--- config.mk ---
export PLATFORM = sky130hd
export DESIGN_NAME = fer_calc
export DESIGN_NICKNAME = d
export VERILOG_FILES = /design/src/design/fer_pkg.sv /design/src/design/fer_calc.sv
export SDC_FILE = /design/constraint.sdc
export NUM_CORES = 1
export LEC_CHECK = 0
export ABC_AREA = 1
export BUFFER_PORTS_ARGS = -buffer_cell sky130_fd_sc_hd__buf_2
export CAP_MARGIN = 20
export CORE_ASPECT_RATIO = 0.9
export CORE_MARGIN = 5
export CORE_UTILIZATION = 45
export DETAILED_ROUTE_END_ITERATION = 7
export GPL_ROUTABILITY_DRIVEN = 0
export SLEW_MARGIN = 0
export SYNTH_ARGS = -nofsm -noshare
export SYNTH_HDL_FRONTEND = slang
export SYNTH_SLANG_ARGS = --single-unit
--- constraint.sdc ---
create_clock -name vclk -period 13.9
set_input_delay 2.78 -clock vclk [all_inputs]
set_output_delay 2.78 -clock vclk [all_outputs]
set_load 0.005 [all_outputs]
--- src/design/fer_pkg.sv ---
`timescale 1ns / 1ps

package fer_pkg;

  localparam int SAMPLE_W = 16;
  localparam int OUT_W    = 32;
  localparam int DELAY_W  = 10;
  localparam int ATT_W    = 4;
  localparam int CFG_W    = 10;
  localparam int IDX_W    = 2;
  localparam int GAIN_W   = 8;
  localparam int SHIFT_W  = 4;
  // 8 * delay needs three more bits than delay
  localparam int OFF_W    = DELAY_W + 3;

  // register indexes on the configuration port
  localparam logic [IDX_W-1:0] CFG_ENABLE = 2'd0;
  localparam logic [IDX_W-1:0] CFG_ATTEN  = 2'd1;
  localparam logic [IDX_W-1:0] CFG_DELAY  = 2'd2;

  typedef enum logic [ATT_W-1:0] {
    ATT_UNITY   = 4'd1,
    ATT_HALF    = 4'd2,
    ATT_G85     = 4'd3,
    ATT_QUARTER = 4'd4,
    ATT_G51     = 4'd5,
    ATT_G43     = 4'd6,
    ATT_G37     = 4'd7,
    ATT_EIGHTH  = 4'd8
  } att_t;

  typedef struct packed {
    logic             enable;
    logic [ATT_W-1:0] atten;
  } mode_t;

  // gain multiplier per mode, zero for codes outside the list
  function automatic logic [GAIN_W-1:0] att_gain(input logic [ATT_W-1:0] a);
    logic [GAIN_W-1:0] g;
    case (att_t'(a))
      ATT_UNITY:   g = 8'd1;
      ATT_HALF:    g = 8'd1;
      ATT_G85:     g = 8'd85;
      ATT_QUARTER: g = 8'd1;
      ATT_G51:     g = 8'd51;
      ATT_G43:     g = 8'd43;
      ATT_G37:     g = 8'd37;
      ATT_EIGHTH:  g = 8'd1;
      default:     g = 8'd0;
    endcase
    return g;
  endfunction

  function automatic logic [SHIFT_W-1:0] att_shift(input logic [ATT_W-1:0] a);
    logic [SHIFT_W-1:0] s;
    case (att_t'(a))
      ATT_UNITY:   s = 4'd0;
      ATT_HALF:    s = 4'd1;
      ATT_G85:     s = 4'd8;
      ATT_QUARTER: s = 4'd2;
      ATT_G51:     s = 4'd8;
      ATT_G43:     s = 4'd8;
      ATT_G37:     s = 4'd8;
      ATT_EIGHTH:  s = 4'd3;
      default:     s = 4'd0;
    endcase
    return s;
  endfunction

  function automatic logic att_valid(input logic [ATT_W-1:0] a);
    logic v;
    case (att_t'(a))
      ATT_UNITY, ATT_HALF, ATT_G85, ATT_QUARTER,
      ATT_G51, ATT_G43, ATT_G37, ATT_EIGHTH: v = 1'b1;
      default: v = 1'b0;
    endcase
    return v;
  endfunction

endpackage

--- src/design/fer_calc.sv ---
`timescale 1ns / 1ps

module fer_calc (
  input  fer_pkg::mode_t                  mode,
  input  logic signed [fer_pkg::SAMPLE_W-1:0] sample,
  input  logic [fer_pkg::OUT_W-1:0]       echo,
  output logic [fer_pkg::OUT_W-1:0]       y
);

  logic [fer_pkg::OUT_W-1:0]        s_ext;
  logic [fer_pkg::OUT_W-1:0]        prod;
  logic signed [fer_pkg::OUT_W-1:0] scaled;
  logic [fer_pkg::GAIN_W-1:0]       gain;
  logic [fer_pkg::SHIFT_W-1:0]      shamt;

  assign s_ext  = fer_pkg::OUT_W'(sample);
  assign gain   = fer_pkg::att_gain(mode.atten);
  assign shamt  = fer_pkg::att_shift(mode.atten);
  // product wraps at 32 bits before the arithmetic shift
  assign prod   = echo * {{(fer_pkg::OUT_W-fer_pkg::GAIN_W){1'b0}}, gain};
  assign scaled = $signed(prod) >>> shamt;

  always_comb begin
    if (!mode.enable) begin
      y = s_ext;
    end else if (fer_pkg::att_valid(mode.atten)) begin
      y = s_ext + $unsigned(scaled);
    end else begin
      y = '0;
    end
  end

endmodule

[Word level (Yosys, flattened, before mapping)]
Memory sizes are Yosys's and may differ from the RTL's.
Cells that the tools add are included.
Widths: inputs -> output; s select.
Storage, ports and cells
  register bits: 0
  memory bits (read-only): 176
  bits of input ports: 53
  output and inout bits: 32
  logic and storage cells: 9
  memories: 3
Operators by class
  add/subtract/negate cells: 1
  $mul: 1
  shift operators: 1
  mux-type cells: 3
Memories
  (no name shown): words 16, bits a word 7, rd ports 1, clocked after memory_dff 0, wr ports 0, RTL line fer_pkg.sv:40  | case (att_t'(a))
  (no name shown): words 16, bits a word 3, rd ports 1, clocked after memory_dff 0, wr ports 0, RTL line fer_pkg.sv:56  | case (att_t'(a))
  (no name shown): words 16, bits a word 1, rd ports 1, clocked after memory_dff 0, wr ports 0, RTL line fer_pkg.sv:72  | case (att_t'(a))
Operators with widths (number)
  $mux 32: 2
  $add 32x32->32: 1
  $mul 32x8->32: 1
  $sshr 32x4->32: 1
  $mux 1: 1

[Logic depth before layout (Yosys ltp)]
Gate-level depths: netlist of the first run.
An unclocked memory read counts as a cell.
  depth after elaboration: 6
  mapped depth: 43
  mapped depth without buffers: 41

[Worst setup path after synthesis of the first run]
No wires, ideal clock.
  path type: input to output
  start: in mode[0] in the netlist's numbering
  end: out y[26] in the netlist's numbering
  arrival: 8837 ps
  required time: 11120 ps
  slack: 2283 ps
  cell stages on the path: 38
  buffers on the path: 1
  cell sequence: inv_1 > ha_1 > nand2_1 > nor2_2 > clkinv_1 > clkbuf_1 > nor2_1 > fa_1 > fa_1 > fa_1 > inv_1 > fa_1 > inv_1 > ha_1 > a21oi_1 > a21boi_0 > nor2_1 > nor2_1 > [... 2 more ...] > nand3_1 > nand3_1 > nand3_1 > o21ai_0 > ha_1 > a21oi_1 > o21ai_0 > a21oi_1 > nand2_1 > a21boi_0 > nor2_1 > nand2_1 > nand2_1 > nand2_1 > nand2_1 > nand2_1 > nand3_1 > nand2_1
Between the ends
  word-level cells in the longest chain between the ends: 6
  elaborated cells on any way between the ends: 9
  classes of those cells: 1 x add/sub; 1 x mul; 1 x shift; 3 x mux; 3 x memory
RTL lines
  start, declared: RTL line fer_calc.sv:4  | input fer_pkg::mode_t mode,
  $mem_v2 16x7
  $mul 32x8->32: RTL line fer_calc.sv:20  | assign prod = echo * {{(fer_pkg::OUT_W-fer_pkg::GAIN_W){1'b0}}, gain};
  $sshr 32x4->32: RTL line fer_calc.sv:21  | assign scaled = $signed(prod) >>> shamt;
  $add 32x32->32: RTL line fer_calc.sv:27  | y = s_ext + $unsigned(scaled);
  $mux 32 *: RTL line fer_calc.sv:26  | end else if (fer_pkg::att_valid(mode.atten)) begin
  $mux 32 *: RTL line fer_calc.sv:24  | if (!mode.enable) begin
  end, declared: RTL line fer_calc.sv:7  | output logic [fer_pkg::OUT_W-1:0] y
Every way passes the cells marked *; elsewhere a longest branch is shown, timed or not. The select of a mux whose other input is x is not followed.

[Worst setup path in the final report of the first run]
  start: in mode[1] in the netlist's numbering
  end: out y[26] in the netlist's numbering
The elaborated chain is that of the path after synthesis.

==> summary.md, run 1 <==
The flow ran to the end, and the final reports show no timing, DRC or antenna violations. The total overflow left after global routing is 0. In this run the power density over the cells is 80.13 mW/mm^2. The multi-input combinational cells in the finished layout cover a total of 0.008642 mm^2. The number of antenna violations at the first check in global routing is 0, and the number of filler cells placed in the layout is 2381. The count of nets left with antenna violations once routing finished came out at 0. Sequential cells were found to cover 0% of the synthesized design area.

The logs give 45.75% for the starting density of the core and 0.07515 GHz for the fmax. The post-layout minimum cycle time is 13.31 ns. The tool flagged a number of max-cap violations equal to 0. For the pin with the worst max-slew slack, the measured transition is 0.7175 ns. The leakage component of the power was 0.006010 uW.

For this run, design rule violations remaining after detail routing come to 0. Before CTS, the worst setup slack after placement is 0.5122 ns. A synthesized cell averages 6.201 um^2. Area overhead of the layout relative to synthesis: 7.548%.

Startpoint kind of the worst setup timing path: a primary input. Measured on the finished design, the core utilization comes to 49.20%. The tools report the endpoint type of the worst setup path as an output pin. Synthesis handed over a netlist of 1596 instances. The Yosys step of the flow raised 0 warnings.

The run gives 51.87% as the relative max-transition margin. The critical path data required time is 11.12 ns. For this design, the CTS-stage hold fixing added 0 buffers. The post-layout worst setup margin came out at 0.5931 ns. The tools report the register area as 0 um^2.

For this block, the initial DRC count from the detailed router was 839. The routed layout has 10320 vias. The netlist uses 46 different library cells. For the via count of the first global-routing pass, the log shows 9981. The die is 166.3 um wide.

After clock tree synthesis, the setup repair step added 0 buffers. For this block, the routed nets add up to 28650 um of wire. The placeable core region was 0.02163 mm^2. Peak supply drop: 0.04631 mV. The number of nets handed over by synthesis was 1885. The vias per cell works out to 5.293.

In the final layout, the share of cells above drive strength 1 is 7.776%. The run gives 85 as the count of pins on the block boundary. The first global-routing pass estimated 48640 um of wire.

The number of rows created at floorplan was 51; the final number of hold-violating endpoints was 0. In the finished layout, the clock tree contains a buffer count of 0. In this run, post-CTS repair resized a total of 0 instances.

In the global route stage, overall resource usage came out at 22.92%. The run gives 1950 as the final net count. The floorplan die area was 0.02506 mm^2; the final worst-path cycle share was 95.73%. For the first-pass detailed-route iteration total, the log shows 6.

Dividing the detail-routed wire length by the instance count gives 14.69 um. The cell type of the slowest stage on the worst timing path was sky130_fd_sc_hd__fa_1. Longest individual stage delay on the worst path: 0.51 ns. The path class of the tightest hold or removal check is in2out. The die is 150.7 um tall. Number of sequential cells in the layout: 0. The cell area that synthesis handed to floorplanning was 0.009897 mm^2. The run gives 1950 as the placed instance count. Setup repair after global routing left no endpoint under its margin.

After routing, the total negative slack on setup checks comes to 0 ns. Port buffering added 85 buffers. The cell type with the highest occurrence count on the critical path was sky130_fd_sc_hd__nand2_1. The HPWL after detailed placement was 25020 um.

Once layout is complete, the cells apart from fillers number 1950. The final count of negative-setup-slack endpoints is 0, and the antenna cell count is 0. The largest net degree at the start of global routing is 37, and the worst path arrival time is 10.53 ns.

By startpoint and endpoint, the worst setup path is classified as in2out. The max-slew violation count is 0, and the highest net fanout along the worst path is 6.
power by group:
part	leakage [uW]	switching, uW	internal [uW]
Sequential	0	0	0
Clock	0	0	0
Combinational	0.00601	559	294
Total	0.00601	559	294
metrics by stage:
step                      hold WS (ns)  power [uW]  area (um^2)
after global routing             5.871       981.3        10640
after detailed placement         5.855       841.6        10640
after global placement           5.852       840.1        10640
after floorplan                  5.623       626.8         9897
after CTS                        5.856       848.1        10640
final                            5.850       852.9        10640
layout make-up:
| cell class | count | share of cell area, % |
|---|---|---|
| tap | 291 | 3.421 |
| timing repair buffer | 98 | 4.914 |
| multi-input combinational | 1264 | 81.19 |
| inverter | 297 | 10.47 |
critical path: cells and delay by family:
kind,cells,cell delay [ns]
adder cells (fa/ha/maj),8,3.20
AO/OA/AOI/OAI,6,1.38
XOR/XNOR,1,0.23
buffers and inverters,10,1.03
AND/OR/NAND/NOR,17,1.88
path summary, 6_finish.rpt:
check                 startpoint  endpoint  slack (ns)  depth (start not counted)
worst max-delay path     mode[1]     y[26]        0.59                         42
worst min-delay path  sample[10]     y[10]        5.85                          4
logic make-up (layout without fill, tap and decap cells):
group                      after synthesis  after routing  share of synthesized area, %
adders and majority gates              236            236                         39.92
and+or+nand+nor                        783            783                         33.25
AOI/OAI and AO/OA                      230            230                         12.71
xor gates and xnor gates                15             15                         1.327
buffers and inverters                  332            395                         12.79
cell usage in the layout (no fill, tap or decap), types with 2 or more instances in the layout:
master / instances
sky130_fd_sc_hd__nand2_2: 4
sky130_fd_sc_hd__o21ai_1: 4
sky130_fd_sc_hd__fa_1: 133
sky130_fd_sc_hd__nand4_1: 13
sky130_fd_sc_hd__nand2b_1: 2
sky130_fd_sc_hd__a21oi_1: 85
sky130_fd_sc_hd__nor4_1: 4
sky130_fd_sc_hd__or2_2: 7
sky130_fd_sc_hd__nor2_1: 259
sky130_fd_sc_hd__inv_2: 5
sky130_fd_sc_hd__clkinv_1: 4
sky130_fd_sc_hd__a21boi_0: 3
sky130_fd_sc_hd__o21ai_0: 103
sky130_fd_sc_hd__buf_2: 85
sky130_fd_sc_hd__nand3_2: 4
sky130_fd_sc_hd__nor3_1: 17
sky130_fd_sc_hd__buf_4: 13
sky130_fd_sc_hd__ha_1: 103
sky130_fd_sc_hd__a32o_1: 2
sky130_fd_sc_hd__nand3b_1: 3
sky130_fd_sc_hd__nor2_2: 3
sky130_fd_sc_hd__xnor2_1: 6
sky130_fd_sc_hd__xor2_1: 9
sky130_fd_sc_hd__o211ai_1: 6
sky130_fd_sc_hd__nand3_1: 142
sky130_fd_sc_hd__a21o_1: 6
sky130_fd_sc_hd__nand2_1: 320
sky130_fd_sc_hd__a31oi_1: 2
sky130_fd_sc_hd__a21oi_2: 2
sky130_fd_sc_hd__inv_1: 288
sky130_fd_sc_hd__o31ai_1: 2
sky130_fd_sc_hd__o21bai_1: 5
sky130_fd_sc_hd__a221oi_1: 2
per-layer routing:
metal,vias up,GRT usage [%],routed length [um]
met3,16,0.8401,1257
li1,5174,-,-
met2,257,37.57,12530
met5,-,0,0
met4,0,1.554,182
met1,4875,35.39,14680
synthesized netlist by cell type, types with 2 or more instances:
cell / n / share of area (%)
sky130_fd_sc_hd__o211ai_1: 6 / 0.46
sky130_fd_sc_hd__a21oi_2: 2 / 0.18
sky130_fd_sc_hd__fa_1: 133 / 27
sky130_fd_sc_hd__nor3_1: 17 / 0.86
sky130_fd_sc_hd__nand3_1: 142 / 7.2
sky130_fd_sc_hd__buf_6: 2 / 0.23
sky130_fd_sc_hd__a21oi_1: 85 / 4.3
sky130_fd_sc_hd__nand2b_1: 2 / 0.13
sky130_fd_sc_hd__o31ai_1: 3 / 0.23
sky130_fd_sc_hd__clkbuf_1: 23 / 0.87
sky130_fd_sc_hd__nor2_2: 2 / 0.13
sky130_fd_sc_hd__nand2_2: 4 / 0.25
sky130_fd_sc_hd__a221oi_1: 2 / 0.18
sky130_fd_sc_hd__inv_2: 5 / 0.19
sky130_fd_sc_hd__a21boi_0: 3 / 0.23
sky130_fd_sc_hd__nand3b_1: 3 / 0.23
sky130_fd_sc_hd__nand2_1: 320 / 12
sky130_fd_sc_hd__a31oi_1: 2 / 0.13
sky130_fd_sc_hd__a32o_1: 2 / 0.20
sky130_fd_sc_hd__o21ai_1: 5 / 0.25
sky130_fd_sc_hd__buf_1: 6 / 0.23
sky130_fd_sc_hd__buf_2: 4 / 0.20
sky130_fd_sc_hd__xor2_1: 9 / 0.80
sky130_fd_sc_hd__a21o_1: 6 / 0.46
sky130_fd_sc_hd__nand4_1: 13 / 0.82
sky130_fd_sc_hd__o21ai_0: 103 / 5.2
sky130_fd_sc_hd__ha_1: 103 / 13
sky130_fd_sc_hd__o21bai_1: 5 / 0.38
sky130_fd_sc_hd__clkinv_1: 4 / 0.15
sky130_fd_sc_hd__inv_1: 288 / 11
sky130_fd_sc_hd__nand3_2: 4 / 0.40
sky130_fd_sc_hd__xnor2_1: 6 / 0.53
sky130_fd_sc_hd__nor4_1: 4 / 0.25
sky130_fd_sc_hd__or2_2: 7 / 0.44
sky130_fd_sc_hd__nor2_1: 260 / 9.9
Note: power is estimated with default switching activity, not from simulation.
==> run 2: changes to the inputs <==
- CORE_UTILIZATION: 45 -> 55
- PLACE_DENSITY: not set -> 0.74
==> summary.md, run 2 (synthesis results as in run 1) <==
Fill cells in the final layout number 1760. The tools report the floorplan die area as 0.02078 mm^2. The final routed wirelength across all metal layers is 26930 um, and the proportion of power drawn by the clock network is 0%. The transition time of the tightest slew-check pin is 0.8452 ns, and the antenna cell count is 0. The share of total power dissipated in sequential elements is 0%. Setup total negative slack on the finished layout was measured at 0 ns.

Once the clock tree was built, the setup fixing pass inserted 0 buffers. Placeable core region: 0.01767 mm^2. The worst setup path is launched from a primary input. In the layout the commonest cells are sky130_fd_sc_hd__nand2_1, sky130_fd_sc_hd__inv_1, sky130_fd_sc_hd__nor2_1. The logs give 0 for the number of antenna violations at the first check in global routing and 0 for the final number of hold-violating endpoints.

The internal portion of the total power is 294.0 uW. After the last flow step, the layout net total stands at 1947. The initial utilization of the core area, before any placement, comes to 56.01%. The max-slew violation count was 0; the total net switching power was 552.5 uW. Global routing consumed, over all layers together, 26.37% of the routing resources.

In this run the worst path has a maximum fanout of 11. Setup repair after global routing left no endpoint under its margin. The run gives 1896 as the post-route non-filler standard cell count. Class of the tightest hold or removal check: in2out. After detailed routing, the number of remaining DRC violations is 0. The via count of the first global-routing pass was 9878; the final worst-path cycle share was 96.51%.

The detailed router placed 10390 vias in this run. Hold timing on the final database bottoms out at a slack of 5.851 ns. Registers take 0 um^2. Net switching is 65.26% of the power.

The worst hold path passes through 4 cells. After detailed routing, the average wire length per cell comes to 14.20 um. The cell type with the highest occurrence count on the critical path was sky130_fd_sc_hd__nand2_1. The overall power consumption was 846.5 uW.

The first global-routing pass estimated 45810 um of wire. The largest net degree at the start of global routing is 37, and the count of antenna-violating nets left after detailed routing is 0. Once placement completed, the tool counted placed cells totaling 1896. By startpoint and endpoint, the worst setup path is classified as in2out. Global routing finished with a remaining overflow of 0. The area overhead of the layout relative to synthesis came out at 6.764%.

Measured against its own limit, the worst slew margin works out to 43.51%. For the worst setup path, the data arrival time is 10.63 ns. Per report_power, the combinational group accounts for 100.0% of the total. Before antenna repair, the detailed router went through 6 iterations. The number of DRC violations after detailed-routing iteration 0 is 770, and the peak supply drop is 0.05759 mV.

The most frequent standard cell in the layout excluding fill and tap cells was sky130_fd_sc_hd__nand2_1. The worst path needs 13.41 ns of the cycle, external delays included. The power density over the cells was 80.12 mW/mm^2; the count of pins on the block boundary was 85. The final count of negative-setup-slack endpoints is 0. Endpoint type of the worst setup path: an output pin. Cell type of the slowest stage on the worst timing path: sky130_fd_sc_hd__fa_1. In this run the vertical extent of the chip is 137.3 um. The leakage component of the power is 0.005992 uW, and the max-cap violation count is 0. In this run the core area contains 46 standard-cell rows.

HPWL after detailed placement: 23050 um. Based on the critical path, the design can be clocked at up to 0.07455 GHz. In this run the horizontal extent of the chip is 151.4 um. The flow ran to the end, and the final reports show no timing, DRC or antenna violations.

Of the cells placed in the final design, the portion with a size suffix greater than 1 is 7.729%. Using the TritonRoute via totals, the vias-per-cell ratio works out to 5.479. Port buffer count: 85. Clock buffers in the final layout number 0.

In this design, the stage delay of the slowest critical-path cell is 0.52 ns. STA puts the critical path data required time at 11.12 ns. In the finished design the tool counted flip-flops and latches totalling 0.
[run 2: power groups by stage]
stage	logic (uW)	clock network, uW	registers [uW]
after floorplan	627	0	0
after global placement	821	0	0
after detailed placement	828	0	0
after CTS	834	0	0
after global routing	967	0	0
final	847	0	0
[run 2: metal layers]
| metal | share of wire [%] | up-vias | wire length, um | global-route usage (%) |
|---|---|---|---|---|
| li1 | - | 5164 | - | - |
| met1 | 48 | 4852 | 12840 | 39.39 |
| met2 | 44 | 350 | 11820 | 42.06 |
| met3 | 7.3 | 22 | 1965 | 3.158 |
| met4 | 1.1 | 0 | 306 | 3.525 |
| met5 | 0 | - | 0 | 0 |
[run 2: metrics by stage]
step / utilization, % / cell area (um^2) / worst slack, ns
after floorplan: - / 9897 / 2.283
after global placement: 59.71 / 10550 / 0.5104
after detailed placement: 59.71 / 10550 / 0.5339
after CTS: 59.71 / 10550 / 0.4717
after global routing: 59.80 / 10570 / 0.01956
final: 59.80 / 10570 / 0.4855
[run 2: cell type report]
class	instances	area (um^2)	share of cell area, %
multi-input combinational	1264	8647	81.84
inverter	297	1119	10.59
timing repair buffer	95	500.5	4.737
tap	240	300.3	2.842
[run 2: repair_timing]
action	CTS	global route
gates resized for setup	0	4
hold buffers	0	0
setup endpoints to repair	0	3
[run 2: path summary, 6_finish.rpt]
kind / startpoint / endpoint / slack, ns
worst min-delay path: sample[10] / y[10] / 5.85
worst max-delay path: mode[0] / y[26] / 0.49
[run 2: worst max-delay path: cells and delay by family]
kind / cells / cell delay [ns]
adder cells (fa/ha/maj): 8 / 3.21
XOR/XNOR: 1 / 0.23
buffers and inverters: 10 / 1.19
AND/OR/NAND/NOR: 17 / 1.89
AO/OA/AOI/OAI: 6 / 1.32
==> run 3: changes to the inputs <==
- PLACE_DENSITY: 0.74 -> 0.79
==> summary.md, run 3 (synthesis results as in run 1) <==
The flow ran to the end, and the final reports show no timing, DRC or antenna violations. The number of clock buffers in the layout is 0, and the number of rows created at floorplan is 46. The most frequent standard cell in the layout excluding fill and tap cells is sky130_fd_sc_hd__nand2_1. For the final routed database, the setup TNS stands at 0 ns. Measured against its own limit, the worst slew margin works out to 44.07%. The max-slew violation count is 0, and the power density over the cells is 80.20 mW/mm^2.

For this configuration, the core starts out at a cell density of 56.01%. The area overhead of the layout relative to synthesis works out to 6.599%. The fraction of the core area covered by cells at the end of the flow was 59.71%; the port buffer count was 85. The first-pass detailed-route iteration total is 5. The class of the tightest hold or removal check was in2out. The final routed wirelength across all metal layers was 27140 um.

The number of DRC violations after detailed-routing iteration 0 was 849; the number of setup buffers added after CTS was 0. The tools report the number of instances resized during post-cts repair as 0. For the count of antenna-violating nets left after detailed routing, the log shows 0.

The first global-routing pass estimated 46930 um of wire. The critical path data required time came out at 11.12 ns. The worst setup path is captured at an output pin. The cell type of the slowest stage on the worst timing path was sky130_fd_sc_hd__nand3_1.

The worst path in the final design needs a cycle of 13.18 ns, including I/O delays and setup. After the last flow step, the layout net total stands at 1946. The routed layout has 10480 vias.

After detailed routing, the number of remaining DRC violations is 0. Setup repair after global routing left no endpoint under its margin. The top cell types in the final layout, fill and taps aside, are sky130_fd_sc_hd__nand2_1, sky130_fd_sc_hd__inv_1, sky130_fd_sc_hd__nor2_1.

The repair_antennas step left the layout with diodes totalling 0. Cells with a size suffix above 1 make up 7.553% of the layout. The cell type with the highest occurrence count on the critical path is sky130_fd_sc_hd__nand2_1.

After detailed routing, the number of vias per cell comes to 5.529. Of the available clock period, the critical path in the final layout requires 94.80%. The die height was 137.3 um; the placeable core region was 0.01767 mm^2. Setup violations remaining at the end of the flow were counted as 0. In this design, the stage delay of the slowest critical-path cell is 0.58 ns.

Counting the fill cells in the layout gives 1791. The transition time of the tightest slew-check pin came out at 0.8365 ns. HPWL after detailed placement: 23380 um. Classification of the worst setup path: in2out. The overall routing resource usage was 26.78%. The die covers 0.02078 mm^2.

The run gives 5.845 ns as the final worst hold slack. Timing would allow up to 0.07589 GHz. The highest net fanout along the worst path came out at 14. Across the run, the number of max-cap violations was 0. In this run the static leakage power is 0.005985 uW.

The tools report the via count of the first global-routing pass as 10220. The worst setup path is launched from a primary input. In the final routed layout, each cell accounts on average for 14.32 um. The count of pins on the block boundary was 85. The worst path arrival time was 10.40 ns. In the finished design the tool counted flip-flops and latches totalling 0. In this run the horizontal extent of the chip is 151.4 um.

Once placement finished, the instance area stood at 0.01054 mm^2. Entering global routing, the biggest net connects 37 pins. Global routing finished with a remaining overflow of 0. The number of hold buffers added after CTS was 0. The number of antenna violations at the first check in global routing is 0. The peak supply drop was 0.04864 mV; the final number of hold-violating endpoints was 0.

The tools report the register area as 0 um^2. The finished cells cover 0.01055 mm^2.
run 3: cell count changes in the layout (fill, tap and decap cells not counted):
cell                         before  now
sky130_fd_sc_hd__o31ai_2          1    0
sky130_fd_sc_hd__nor2_2           3    2
sky130_fd_sc_hd__nand3_2          5    4
sky130_fd_sc_hd__clkinvlp_4       1    2
sky130_fd_sc_hd__nor2_1         259  260
sky130_fd_sc_hd__o31ai_1          2    3
sky130_fd_sc_hd__clkinv_1         4    3
sky130_fd_sc_hd__nand3_1        141  142
sky130_fd_sc_hd__buf_4           10    9
run 3: metrics by stage:
stage	worst slack, ns	power [uW]	std cells
after floorplan	2.283	626.8	1596
after global routing	0.04654	966.5	1895
after detailed placement	0.7432	827.5	1895
after global placement	0.8582	814.8	1895
after CTS	0.7301	833.8	1895
final	0.7223	846.1	1895
run 3: worst paths after layout:
path	start	endpoint	slack [ns]	depth (start not counted)
max	mode[1]	y[26]	0.72	41
min	sample[10]	y[10]	5.84	4
run 3: worst max-delay path, delay by kind of cell:
kind	cells	cell delay [ns]
AO/OA/AOI/OAI	7	1.43
XOR/XNOR	1	0.17
AND/OR/NAND/NOR	16	2.21
adder cells (fa/ha/maj)	8	3.14
buffers and inverters	9	0.67
run 3: cell type report:
cell class	instances	area [um^2]	area share (%)
well taps	240	300.3	2.846
multi-input cells	1264	8635	81.84
repair buffers	94	493.0	4.673
inverters	297	1122	10.64
run 3: per-layer routing:
metal | global-route usage (%) | vias to the layer above | part of all wire [%]
li1 | - | 5166 | -
met1 | 38.51 | 4884 | 45
met2 | 45.59 | 391 | 46
met3 | 1.809 | 37 | 7.1
met4 | 3.525 | 0 | 1.4
met5 | 0 | - | 0
run 3: power breakdown:
| part | switching (uW) | leakage (uW) | total (uW) | internal [uW] |
|---|---|---|---|---|
| clock network | 0 | 0 | 0 | 0 |
| registers | 0 | 0 | 0 | 0 |
| logic | 552 | 0.00599 | 846 | 294 |
| total | 552 | 0.00599 | 846 | 294 |
